## src/design/indexed_list_insert_remove_unit_defines.svh

```systemverilog
// ----------------------------------------------------------------------------
// Indexed list unit assertion macros
// Shared concurrent assertion forms; expect clk and rst_n in scope.
// ----------------------------------------------------------------------------
`ifndef INDEXED_LIST_INSERT_REMOVE_UNIT_DEFINES_SVH
`define INDEXED_LIST_INSERT_REMOVE_UNIT_DEFINES_SVH

// same-cycle implication
`define ILU_ASSERT_NOW(label, ante, cons, msg) \
  label: assert property (@(posedge clk) disable iff (!rst_n) (ante) |-> (cons)) \
    else $error(msg);

// next-cycle implication
`define ILU_ASSERT_NEXT(label, ante, cons, msg) \
  label: assert property (@(posedge clk) disable iff (!rst_n) (ante) |=> (cons)) \
    else $error(msg);

`endif

```

## src/design/ilu_pkg.sv

```systemverilog
// ----------------------------------------------------------------------------
// Indexed list unit package
// Sizes, request/result types and controller/datapath interface types.
// ----------------------------------------------------------------------------
`timescale 1ns / 1ps

package ilu_pkg;

  localparam int DEPTH   = 64;
  localparam int ADDR_W  = $clog2(DEPTH);
  localparam int CNT_W   = $clog2(DEPTH + 1);
  localparam int POS_W   = 7;
  localparam int COUNT_W = 7;
  localparam int WORD_W  = 32;
  localparam int CMP_W   = (CNT_W > POS_W) ? CNT_W : POS_W;

  typedef enum logic [1:0] {
    KIND_APPEND = 2'd0,
    KIND_INSERT = 2'd1,
    KIND_REMOVE = 2'd2,
    KIND_READ   = 2'd3
  } kind_t;

  typedef enum logic [1:0] {
    ST_OK        = 2'd0,
    ST_BAD_INDEX = 2'd1,
    ST_FULL      = 2'd2
  } status_t;

  typedef enum logic [1:0] {
    WR_NONE   = 2'd0,
    WR_APPEND = 2'd1,
    WR_PUT    = 2'd2,
    WR_SHIFT  = 2'd3
  } wr_sel_t;

  typedef struct packed {
    kind_t                     kind;
    logic [POS_W-1:0]          position;
    logic signed [WORD_W-1:0]  value;
  } in_req_t;

  typedef struct packed {
    logic signed [WORD_W-1:0]  read_value;
    logic [COUNT_W-1:0]        count;
    status_t                   status;
  } out_res_t;

  // controller -> datapath
  typedef struct packed {
    logic    load_req;
    logic    ptr_init;
    logic    ptr_step;
    logic    rd_en;
    wr_sel_t wr_sel;
    logic    cnt_inc;
    logic    cnt_dec;
    logic    out_load;
    status_t out_status;
    logic    out_rd;
  } dp_cmd_t;

  // datapath -> controller
  typedef struct packed {
    kind_t kind;
    logic  bad_insert;
    logic  bad_access;
    logic  full;
    logic  ins_done;
    logic  rem_done;
    logic  out_free;
  } dp_sts_t;

endpackage

```

## src/design/ilu_dp.sv

```systemverilog
// ----------------------------------------------------------------------------
// Indexed list unit datapath
// Entry store, count, shift pointer, range checks and result register.
// ----------------------------------------------------------------------------
`timescale 1ns / 1ps
`include "indexed_list_insert_remove_unit_defines.svh"

module ilu_dp
  import ilu_pkg::*;
(
  input  logic     clk,
  input  logic     rst_n,
  input  in_req_t  in_req,
  input  logic     out_stall,
  output logic     out_valid,
  output out_res_t out_res,
  input  dp_cmd_t  cmd,
  output dp_sts_t  sts
);

  logic [WORD_W-1:0] mem [DEPTH];
  logic [WORD_W-1:0] rdata_r;
  in_req_t           req_r;
  logic [ADDR_W-1:0] ptr_r;
  logic [CNT_W-1:0]  cnt_r, cnt_nxt;
  logic              out_valid_r, out_valid_nxt;
  out_res_t          out_res_r;

  logic [CMP_W-1:0]  pos_ext, cnt_ext, ptr_ext;
  logic [ADDR_W-1:0] pos_addr, ptr_dn, ptr_up, rd_addr, wr_addr;
  logic [WORD_W-1:0] wr_data;
  logic              wr_en, is_ins;

  assign pos_ext  = CMP_W'(req_r.position);
  assign cnt_ext  = CMP_W'(cnt_r);
  assign ptr_ext  = CMP_W'(ptr_r);
  assign pos_addr = ADDR_W'(pos_ext);
  assign ptr_dn   = ptr_r - ADDR_W'(1);
  assign ptr_up   = ptr_r + ADDR_W'(1);
  assign is_ins   = (req_r.kind == KIND_INSERT);

  always_comb begin
    sts.kind       = req_r.kind;
    sts.bad_insert = (pos_ext > cnt_ext);
    sts.bad_access = (pos_ext >= cnt_ext);
    sts.full       = (cnt_ext >= CMP_W'(DEPTH));
    sts.ins_done   = (ptr_ext == pos_ext);
    sts.rem_done   = ((ptr_ext + CMP_W'(1)) == cnt_ext);
    sts.out_free   = !out_valid_r || !out_stall;
  end

  // read port: direct read, or the neighbor feeding the current slot
  always_comb begin
    if (req_r.kind == KIND_READ) begin
      rd_addr = pos_addr;
    end else if (is_ins) begin
      rd_addr = ptr_dn;
    end else begin
      rd_addr = ptr_up;
    end
  end

  always_comb begin
    wr_en   = 1'b1;
    wr_addr = ptr_r;
    wr_data = rdata_r;
    case (cmd.wr_sel)
      WR_APPEND: begin
        wr_addr = ADDR_W'(cnt_r);
        wr_data = req_r.value;
      end
      WR_PUT: begin
        wr_data = req_r.value;
      end
      WR_SHIFT: begin
        wr_data = rdata_r;
      end
      default: begin
        wr_en = 1'b0;
      end
    endcase
  end

  always_comb begin
    cnt_nxt = cnt_r;
    if (cmd.cnt_inc) begin
      cnt_nxt = cnt_r + CNT_W'(1);
    end else if (cmd.cnt_dec) begin
      cnt_nxt = cnt_r - CNT_W'(1);
    end
    out_valid_nxt = out_valid_r;
    if (cmd.out_load) begin
      out_valid_nxt = 1'b1;
    end else if (!out_stall) begin
      out_valid_nxt = 1'b0;
    end
  end

  always_ff @(posedge clk) begin
    if (!rst_n) begin
      cnt_r       <= '0;
      out_valid_r <= 1'b0;
    end else begin
      cnt_r       <= cnt_nxt;
      out_valid_r <= out_valid_nxt;
    end
  end

  always_ff @(posedge clk) begin
    if (cmd.load_req) begin
      req_r <= in_req;
    end
    if (cmd.ptr_init) begin
      ptr_r <= is_ins ? ADDR_W'(cnt_r) : pos_addr;
    end else if (cmd.ptr_step) begin
      ptr_r <= is_ins ? ptr_dn : ptr_up;
    end
    if (cmd.out_load) begin
      out_res_r.read_value <= cmd.out_rd ? signed'(rdata_r) : '0;
      out_res_r.count      <= COUNT_W'(cnt_ext);
      out_res_r.status     <= cmd.out_status;
    end
  end

  // entry store
  always_ff @(posedge clk) begin
    if (cmd.rd_en) begin
      rdata_r <= mem[rd_addr];
    end
    if (wr_en) begin
      mem[wr_addr] <= wr_data;
    end
  end

  assign out_valid = out_valid_r;
  assign out_res   = out_res_r;

  `ILU_ASSERT_NOW(a_cnt_bound, 1'b1, cnt_ext <= CMP_W'(DEPTH), "count above depth")
  `ILU_ASSERT_NOW(a_cnt_onedir, 1'b1, !(cmd.cnt_inc && cmd.cnt_dec), "count up and down")
  `ILU_ASSERT_NOW(a_wr_span, wr_en, CMP_W'(wr_addr) <= cnt_ext, "write past list end")
  `ILU_ASSERT_NEXT(a_out_load, cmd.out_load, out_valid_r, "result load lost")

endmodule

```

## src/design/ilu_ctrl.sv

```systemverilog
// ----------------------------------------------------------------------------
// Indexed list unit controller
// Sequences decode, entry-by-entry shifting, reads and result hand-off.
// ----------------------------------------------------------------------------
`timescale 1ns / 1ps

module ilu_ctrl
  import ilu_pkg::*;
(
  input  logic    clk,
  input  logic    rst_n,
  input  logic    in_valid,
  output logic    in_stall,
  input  dp_sts_t sts,
  output dp_cmd_t cmd
);

  typedef enum logic [5:0] {
    S_IDLE     = 6'b000001,
    S_DECODE   = 6'b000010,
    S_SHIFT    = 6'b000100,
    S_SHIFT_WR = 6'b001000,
    S_READ     = 6'b010000,
    S_REPORT   = 6'b100000
  } state_t;

  state_t  state_r, state_nxt;
  status_t res_r, res_nxt;
  logic    use_rd_r, use_rd_nxt;

  assign in_stall = (state_r != S_IDLE);

  always_comb begin
    cmd        = '0;
    state_nxt  = state_r;
    res_nxt    = res_r;
    use_rd_nxt = use_rd_r;
    case (state_r)
      S_IDLE: begin
        if (in_valid) begin
          cmd.load_req = 1'b1;
          state_nxt    = S_DECODE;
        end
      end
      S_DECODE: begin
        res_nxt    = ST_OK;
        use_rd_nxt = 1'b0;
        state_nxt  = S_REPORT;
        case (sts.kind)
          KIND_APPEND: begin
            if (sts.full) begin
              res_nxt = ST_FULL;
            end else begin
              cmd.wr_sel  = WR_APPEND;
              cmd.cnt_inc = 1'b1;
            end
          end
          KIND_INSERT: begin
            if (sts.bad_insert) begin
              res_nxt = ST_BAD_INDEX;
            end else if (sts.full) begin
              res_nxt = ST_FULL;
            end else begin
              cmd.ptr_init = 1'b1;
              state_nxt    = S_SHIFT;
            end
          end
          KIND_REMOVE: begin
            if (sts.bad_access) begin
              res_nxt = ST_BAD_INDEX;
            end else begin
              cmd.ptr_init = 1'b1;
              state_nxt    = S_SHIFT;
            end
          end
          default: begin
            if (sts.bad_access) begin
              res_nxt = ST_BAD_INDEX;
            end else begin
              state_nxt = S_READ;
            end
          end
        endcase
      end
      S_SHIFT: begin
        if (sts.kind == KIND_INSERT) begin
          if (sts.ins_done) begin
            cmd.wr_sel  = WR_PUT;
            cmd.cnt_inc = 1'b1;
            state_nxt   = S_REPORT;
          end else begin
            cmd.rd_en = 1'b1;
            state_nxt = S_SHIFT_WR;
          end
        end else begin
          if (sts.rem_done) begin
            cmd.cnt_dec = 1'b1;
            state_nxt   = S_REPORT;
          end else begin
            cmd.rd_en = 1'b1;
            state_nxt = S_SHIFT_WR;
          end
        end
      end
      S_SHIFT_WR: begin
        cmd.wr_sel   = WR_SHIFT;
        cmd.ptr_step = 1'b1;
        state_nxt    = S_SHIFT;
      end
      S_READ: begin
        cmd.rd_en  = 1'b1;
        use_rd_nxt = 1'b1;
        state_nxt  = S_REPORT;
      end
      S_REPORT: begin
        cmd.out_status = res_r;
        cmd.out_rd     = use_rd_r;
        if (sts.out_free) begin
          cmd.out_load = 1'b1;
          state_nxt    = S_IDLE;
        end
      end
      default: begin
        state_nxt = S_IDLE;
      end
    endcase
  end

  always_ff @(posedge clk) begin
    if (!rst_n) begin
      state_r <= S_IDLE;
    end else begin
      state_r <= state_nxt;
    end
  end

  always_ff @(posedge clk) begin
    res_r    <= res_nxt;
    use_rd_r <= use_rd_nxt;
  end

endmodule

```

## src/design/indexed_list_insert_remove_unit.sv

```systemverilog
// Path per request: append and refused requests go decode, report; read goes
//   decode, read, report; insert and remove shift between decode and report.
// Throughput: one request at a time, plus any wait for the result register;
//   the next is taken the cycle after the result is loaded.
//   Each moved entry takes an S_SHIFT read and an S_SHIFT_WR write in the store.
// Reset: count and result valid clear synchronously; entry contents stay undefined.
// ----------------------------------------------------------------------------
// Indexed list insert/remove unit
// Ordered list of signed words with append, insert, remove and read requests.
// ----------------------------------------------------------------------------
`timescale 1ns / 1ps

module indexed_list_insert_remove_unit
  import ilu_pkg::*;
(
  input  logic     clk,
  input  logic     rst_n,
  // request channel
  input  logic     in_valid,
  output logic     in_stall,
  input  in_req_t  in_req,
  // result channel
  output logic     out_valid,
  input  logic     out_stall,
  output out_res_t out_res
);

  // The controller steps through decode, shift and report; the datapath
  // owns the entry store, the count and the result register. The result
  // register decouples the sides: a new request is taken while a finished
  // result still waits downstream.
  dp_cmd_t cmd;
  dp_sts_t sts;

  ilu_ctrl u_ctrl (
    .clk      (clk),
    .rst_n    (rst_n),
    .in_valid (in_valid),
    .in_stall (in_stall),
    .sts      (sts),
    .cmd      (cmd)
  );

  // Insert walks a pointer down from count, copying each entry one slot
  // up, then drops the value in at position. Remove walks up from position,
  // copying each entry one slot down, then shortens the list.
  ilu_dp u_dp (
    .clk       (clk),
    .rst_n     (rst_n),
    .in_req    (in_req),
    .out_stall (out_stall),
    .out_valid (out_valid),
    .out_res   (out_res),
    .cmd       (cmd),
    .sts       (sts)
  );

endmodule

```

## config.mk

```make
export PLATFORM = sky130hd
export DESIGN_NAME = indexed_list_insert_remove_unit
export DESIGN_NICKNAME = d
export VERILOG_FILES = /design/src/design/ilu_pkg.sv /design/src/design/ilu_dp.sv /design/src/design/ilu_ctrl.sv /design/src/design/indexed_list_insert_remove_unit.sv
export VERILOG_INCLUDE_DIRS = /design/src /design/src/design
export SDC_FILE = /design/constraint.sdc
export NUM_CORES = 2
export LEC_CHECK = 0
export ABC_AREA = 0
export BUFFER_PORTS_ARGS = -buffer_cell sky130_fd_sc_hd__buf_2
export CELL_PAD_IN_SITES_DETAIL_PLACEMENT = 1
export CELL_PAD_IN_SITES_GLOBAL_PLACEMENT = 1
export CORE_AREA = 2 2 642 389
export CTS_CLUSTER_SIZE = 30
export DETAILED_ROUTE_END_ITERATION = 16
export DIE_AREA = 0 0 644 391
export PLACE_DENSITY_LB_ADDON = 0.1
export SYNTH_ARGS = -nofsm -noshare
export SYNTH_HDL_FRONTEND = slang
export SYNTH_SLANG_ARGS = --single-unit
```

## constraint.sdc

```tcl
create_clock -name clk -period 10.65 [get_ports clk]
set_input_delay 2.13 -clock clk [delete_from_list [all_inputs] [get_ports clk]]
set_output_delay 2.13 -clock clk [all_outputs]
set_load 0.02 [all_outputs]
```

After elaboration in Yosys (flattened, before gate mapping)
Memories as Yosys holds them, arrays and structs flattened. A register that Yosys moved wholly into a read port is not among the register bits.
Index checks and enable logic that the tools add are counted.

word-level totals
  bits in registers = 105
  latch bits = 0
  memory bits (writable) = 2048
  ROM bits = 0
  output and inout port bits = 43
  memories = 1

memory list
  memory    words  bits a word  read ports  clocked after Yosys merged registers in  write ports  line          RTL
  u_dp.mem  64     32           1           1                                        1            ilu_dp.sv:21  logic [WORD_W-1:0] mem [DEPTH];

operators by class
  add/sub/neg operators = 5
  multipliers = 0
  div/mod/pow operators = 0
  magnitude comparators = 3
  equality and inequality tests = 18
  shift-type cells = 0
  mux-type cells = 53
  bitwise logic cells = 0
  reduce and logical (&&, ||, !) cells = 10

operator list
  operator               number
  $mux W6                15
  $pmux W6 S6            1
  $mux W32               1
  $mux W1                20
  $pmux W6 S3            1
  $mux W7                2
  $mux W3                3
  $eq A2 B2 Y1 const B   4
  $pmux W1 S2            4
  $add A6 B1 Y7 const B  1
  $add A7 B1 Y7 const B  1
  $eq A6 B7 Y1           1
  $eq A7 B7 Y1           1
  $ge A7 B7 Y1           1
  $ge A7 B7 Y1 const B   1
  $gt A7 B7 Y1           1
  $sub A7 B1 Y7 const B  1
  $add A6 B1 Y6 const B  1
  $eq A6 B1 Y1 const B   1
  $eq A6 B2 Y1 const B   1
  $eq A6 B3 Y1 const B   1
  $eq A6 B4 Y1 const B   1
  $eq A6 B5 Y1 const B   1
  $eq A6 B6 Y1 const B   1
  16 further kinds       23

Depth between registers and ports, before layout
  word-level depth = 9
  depth in mapped cells = 15
  gate-level depth less buffers = 14

Cells and area by module
From an unflattened synthesis, not the netlist that was laid out.

unflattened totals
  cell total of the unflattened synthesis = 5559
  area total of the unflattened synthesis = 85736.0 um^2

by module, submodules not included
  module    instances  cells each  area each (um^2)  sequential area each (um^2)
  ilu_dp    1          5480        85105.4           65262.6
  ilu_ctrl  1          79          630.6             210.2

Worst setup path before layout
No wires, ideal clock.

  path type = input -> register
  from = in out_stall
  to = reg u_dp.out_res_r (netlist bit u_dp.out_res[0]) (enable)
  arrival = 4164 ps
  required time = 10197 ps
  path slack = 6033 ps
  stages on the path = 1
  buffers on the path = 0
  cell sequence = a21oi_1

between the ends
  longest elaborated chain between the ends = 4

ends and longest elaborated chain
  element             line                                   RTL
  start, declared     indexed_list_insert_remove_unit.sv:24  input logic out_stall,
  $logic_not A1 Y1    ilu_dp.sv:49                           sts.out_free = !out_valid_r || !out_stall;
  $logic_or A1 B1 Y1  ilu_dp.sv:49
  $mux W1             ilu_ctrl.sv:118                        if (sts.out_free) begin
  $mux W4             ilu_ctrl.sv:38                         case (state_r)
  end, declared       ilu_dp.sv:27                           out_res_t out_res_r;

No other way between the ends.
A chain may end at the register's enable or synchronous reset.

Worst setup path in the final report
  from = reg u_dp.req_r (netlist bit u_dp.sts[7])
  to = mem u_dp.mem[9][25] (enable)

between the ends
  longest elaborated chain between the ends = 8
  elaborated cells on any way between the ends = 13
  those cells by class = eq/ne: 4; mux: 7; reduce/logical: 2

ends and longest elaborated chain
  element                                           line                            RTL
  start, declared                                   ilu_dp.sv:23                    in_req_t req_r;
  start signal, assigned                            ilu_dp.sv:111                   req_r <= in_req;
  $eq A2 B1 Y1 or $logic_not A2 Y1 (tied branches)  ilu_ctrl.sv:86, ilu_ctrl.sv:49
  $mux W3 (on tied branches)                        ilu_ctrl.sv:86, ilu_ctrl.sv:49
  $pmux W2 S3 *                                     ilu_ctrl.sv:38
  $eq A2 B1 Y1 or $eq A2 B2 Y1 (tied branches)      ilu_dp.sv:67                    case (cmd.wr_sel)
  $reduce_or A3 Y1 (no line)                        n/a
  $mux W1                                           ilu_dp.sv:67
  $mux W1                                           ilu_dp.sv:130                   if (wr_en) begin
  $mux W1 (not written as such)                     ilu_dp.sv:131                   mem[wr_addr] <= wr_data;
  end, declared                                     ilu_dp.sv:21

Every way passes the cells marked *; elsewhere a longest branch is shown, timed or not.

==> key figures <==
Run status
  – Outcome: completed

Die
  – Die area: 0.252 mm^2
  – Core ar.: 0.247 mm^2
  – Initial Util: approximately a third
  – Rows: around 140
  – IO Count: a little under 90
  – Chip height: approximately 400 um
  – Die width: ~640 um

Timing
  – Final min period: about 5.5 ns
  – Setup_tns: 0 ns
  – Final Max Tran Viols: 0
  – Post-route setup slack: slightly above 5 ns
  – WHS: around 0.53 ns
  – RSZ-0062 raised after global routing: no
  – Slew @ Worst Pin: 1.30 ns
  – Max Fclk: approximately 180 MHz
  – Rel. slew slack: ~14%
  – Final Cycle Share: between 50% and 60%
  – Clock skew: roughly 0.057 ns
  – Setup violators final: 0
  – Hold Fails Final Rpt: 0

Placement
  – Placed insts: around 8300
  – Detailed placement HPWL: ~160 mm
  – Pre-CTS WS: about 5.2 ns
  – Area after DPL: 0.0907 mm^2
  – IO buf count: 87
  – Gpl congestion: 0.789

Synth
  – Synth unique cells: 70
  – Post-synthesis async set-or-reset flop share: 0%
  – Top cells by instance count after synthesis: edfxtp_1, nand2_1, nand3_1, mux4_2
  – Seq cells post-synth: 2185
  – Top_reg_cell synth: edfxtp_1
  – Seq/Total Area, Yosys: about three quarters
  – EDFF count, synth: about 2200
  – Largest area contributor in the netlist: edfxtp_1
  – Mapped Avg Cell Area: 16.8 um^2
  – Syn Inst Count: slightly above 5000
  – Warnings, synthesis: 0
  – Synth top area cells: edfxtp_1, mux4_2, nand2_1
  – Count leader, synth: edfxtp_1
  – Top cell type's share of synthesized area: 76.2%
  – Cell area after synthesis: approximately 0.086 mm^2
  – Net count after synthesis: just over 5000

Routing
  – DRC viols: 0
  – Post-DR wirelength/cell: around 33 um
  – Final wirelength: 289 mm
  – Via count: approximately 48000
  – Routed Antenna Nets: 0
  – Via/cell ratio: approximately 5.5
  – Starting DRT DRC Count: about 5600
  – Drt first pass iters: 6

Global routing
  – Initial antenna violation count: 19
  – Vias in the first global route: between 40000 and 50000
  – Global-route wire length before repair: between 400 and 500 mm
  – GRT overflow: 0
  – Pin count of the biggest net entering global routing: between 100 and 150
  – GRT Total Usage: between 20% and 30%

Critical path
  – Arrival time worst endpoint: 5.96 ns
  – Crit Path Class: register to register
  – Required time of the worst setup path: about 11 ns
  – Cells on worst reg2reg path: 12
  – Startpoint type of the worst setup path: register
  – Cell Chain, Critical Path: inv_1 > ha_1 > nor2b_1 > nand4_1 > nor3_1 > nor2_1 > ha_2 > mux2i_1 > nor2b_1 > nand2_1 > nor2_4 > buf_4
  – CP max stage delay: ~0.71 ns
  – Worst path slowest cell: nor2_4
  – Register-to-register setup slack: just over 5 ns
  – Crit-path most repeated cell: nor2b_1
  – CP max FO: 23
  – R2r startpoint: u_dp.sts[7]
  – Critical R2R Capture: u_dp.mem[9][25]
  – Crit path capture type: register

Power and ir drop
  – Power per cell area: approximately 190 mW/mm^2
  – Worst-case vdd ir drop: approximately 120 uV
  – Total power: 18.4 mW
  – Leakage: about 31 nW

Worst hold path
  – Worst Hold Launch: u_ctrl.res_r[0]
  – Hold Path End: u_dp.out_res[0]
  – Hold depth: 1
  – Worst Hold Class: register to register

Clock network
  – Clk root buf: clkbuf_16
  – Clock sink total: 2185
  – Postcts setup bufs: 0
  – Clock buffer count from CTS: approximately 220
  – Post-cts resize count: 0
  – Hold-fix buffers at CTS: 0
  – Longest Clk Path Bufs: 4
  – H-tree lvl count: 4
  – CTS tree: built
  – Clock Pin Slew Worst Setup and Hold Paths: 0.06 ns
  – Worst skew pair latency: roughly 0.89 ns

Final layout
  – Area grow syn2layout: 13.7%
  – Core Util, Final: about two fifths
  – Finished Layout Cells: just under 9000
  – Share of cells above drive strength 1: between 10% and 20%
  – Post-route cell area: 0.0973 mm^2
  – Nets: ~5300

Flow run
  – Max-cap violation count: 0
-- cell type report --
| type | count | area [um^2] |
|---|---|---|
| Sequential cell | 2185 | 65500 |
| Fill cell | 24220 | 150000 |
| Tap cell | 3312 | 4140 |
| Antenna cell | 10 | 25.0 |
| Clock buffer | 267 | 5750 |
| Inverter | 21 | 78.8 |
| Multi-Input combinational cell | 2589 | 19300 |
| Timing Repair Buffer | 236 | 1700 |
| Clock inverter | 119 | 861 |
-- state kept, by name (all words and copies together) (netlist names) --
name	flops
u_dp.mem	2048
u_dp.out_res	41
u_dp.rdata_r	32
u_dp.req_r	32
u_dp.cnt_ext	7
u_dp.pos_ext	7
u_ctrl.state_r	6
u_dp.ptr_r	6
u_ctrl.res_r	2
u_dp.sts	2
u_ctrl.use_rd_r	1
u_dp.out_valid	1
-- cell usage in the layout, fill, tap and decap left out, types with 12 or more instances in the layout --
| cell type | count |
|---|---|
| a31oi_1 | 17 |
| mux2_2 | 16 |
| nor2_4 | 67 |
| clkinv_1 | 63 |
| a32oi_1 | 13 |
| nand2_1 | 1053 |
| nor2_1 | 34 |
| buf_12 | 12 |
| clkinv_2 | 35 |
| nand4_1 | 75 |
| and3_1 | 36 |
| mux2i_1 | 97 |
| bufinv_16 | 12 |
| nor4_1 | 24 |
| mux2_4 | 21 |
| dfxtp_1 | 14 |
| a22o_1 | 48 |
| clkbuf_16 | 223 |
| inv_1 | 20 |
| edfxtp_1 | 2171 |
| o21ai_0 | 21 |
| xnor2_1 | 14 |
| buf_2 | 87 |
| buf_4 | 137 |
| a22oi_1 | 14 |
| clkbuf_1 | 44 |
| a41o_1 | 24 |
| nand3_1 | 487 |
| a21oi_1 | 69 |
| mux4_2 | 288 |
| ha_1 | 21 |
-- critical path: cells and delay by family, from the launching register on --
kind / cells / cell delay, ns
and+or+nand+nor: 7 / 2.65
adders and majority gates: 2 / 1.09
buffers and inverters: 2 / 0.61
DFF: 1 / 0.43
muxes: 1 / 0.28
-- where the power goes --
part           switching (mW)  internal, mW  leakage [nW]
clock                    3.38          4.09          3.23
combinational            1.11         0.482          8.37
sequential             0.0126          9.36          19.6
total                    4.50          13.9          31.2
-- cell families after synthesis --
family | count (synthesis) | synth area share [%]
AOI/OAI and AO/OA | 283 | 2.44
xor gates and xnor gates | 19 | 0.194
adders and majority gates | 25 | 0.383
buffers and inverters | 311 | 1.81
DFF | 2185 | 76.5
muxes | 426 | 9.25
and+or+nand+nor | 1836 | 9.42
-- metal layers --
| layer | routed length [um] | track usage, % | up-vias |
|---|---|---|---|
| met5 | 0 | 0 | - |
| met4 | 5560 | 4.46 | 0 |
| met3 | 18000 | 3.57 | 298 |
| met2 | 124000 | 33.2 | 1445 |
| met1 | 142000 | 35.8 | 25838 |
| li1 | - | - | 20075 |
-- worst max-delay path by stage --
stage | startpoint | end | slack, ns | depth (start not counted)
after global placement | u_dp.sts[7] | u_dp.rdata_r[29] | 5.23 | 10
after CTS | u_dp.sts[7] | u_dp.mem[18][12] | 5.17 | 11
final | u_dp.sts[7] | u_dp.mem[9][25] | 5.18 | 12
after global routing | u_dp.sts[7] | u_dp.mem[18][12] | 4.75 | 11
after floorplan | out_stall | u_dp.out_res[0] | 6.03 | 1
after detailed placement | u_dp.sts[7] | u_dp.mem[18][14] | 5.19 | 11
Note: power is estimated with default switching activity, not from simulation.
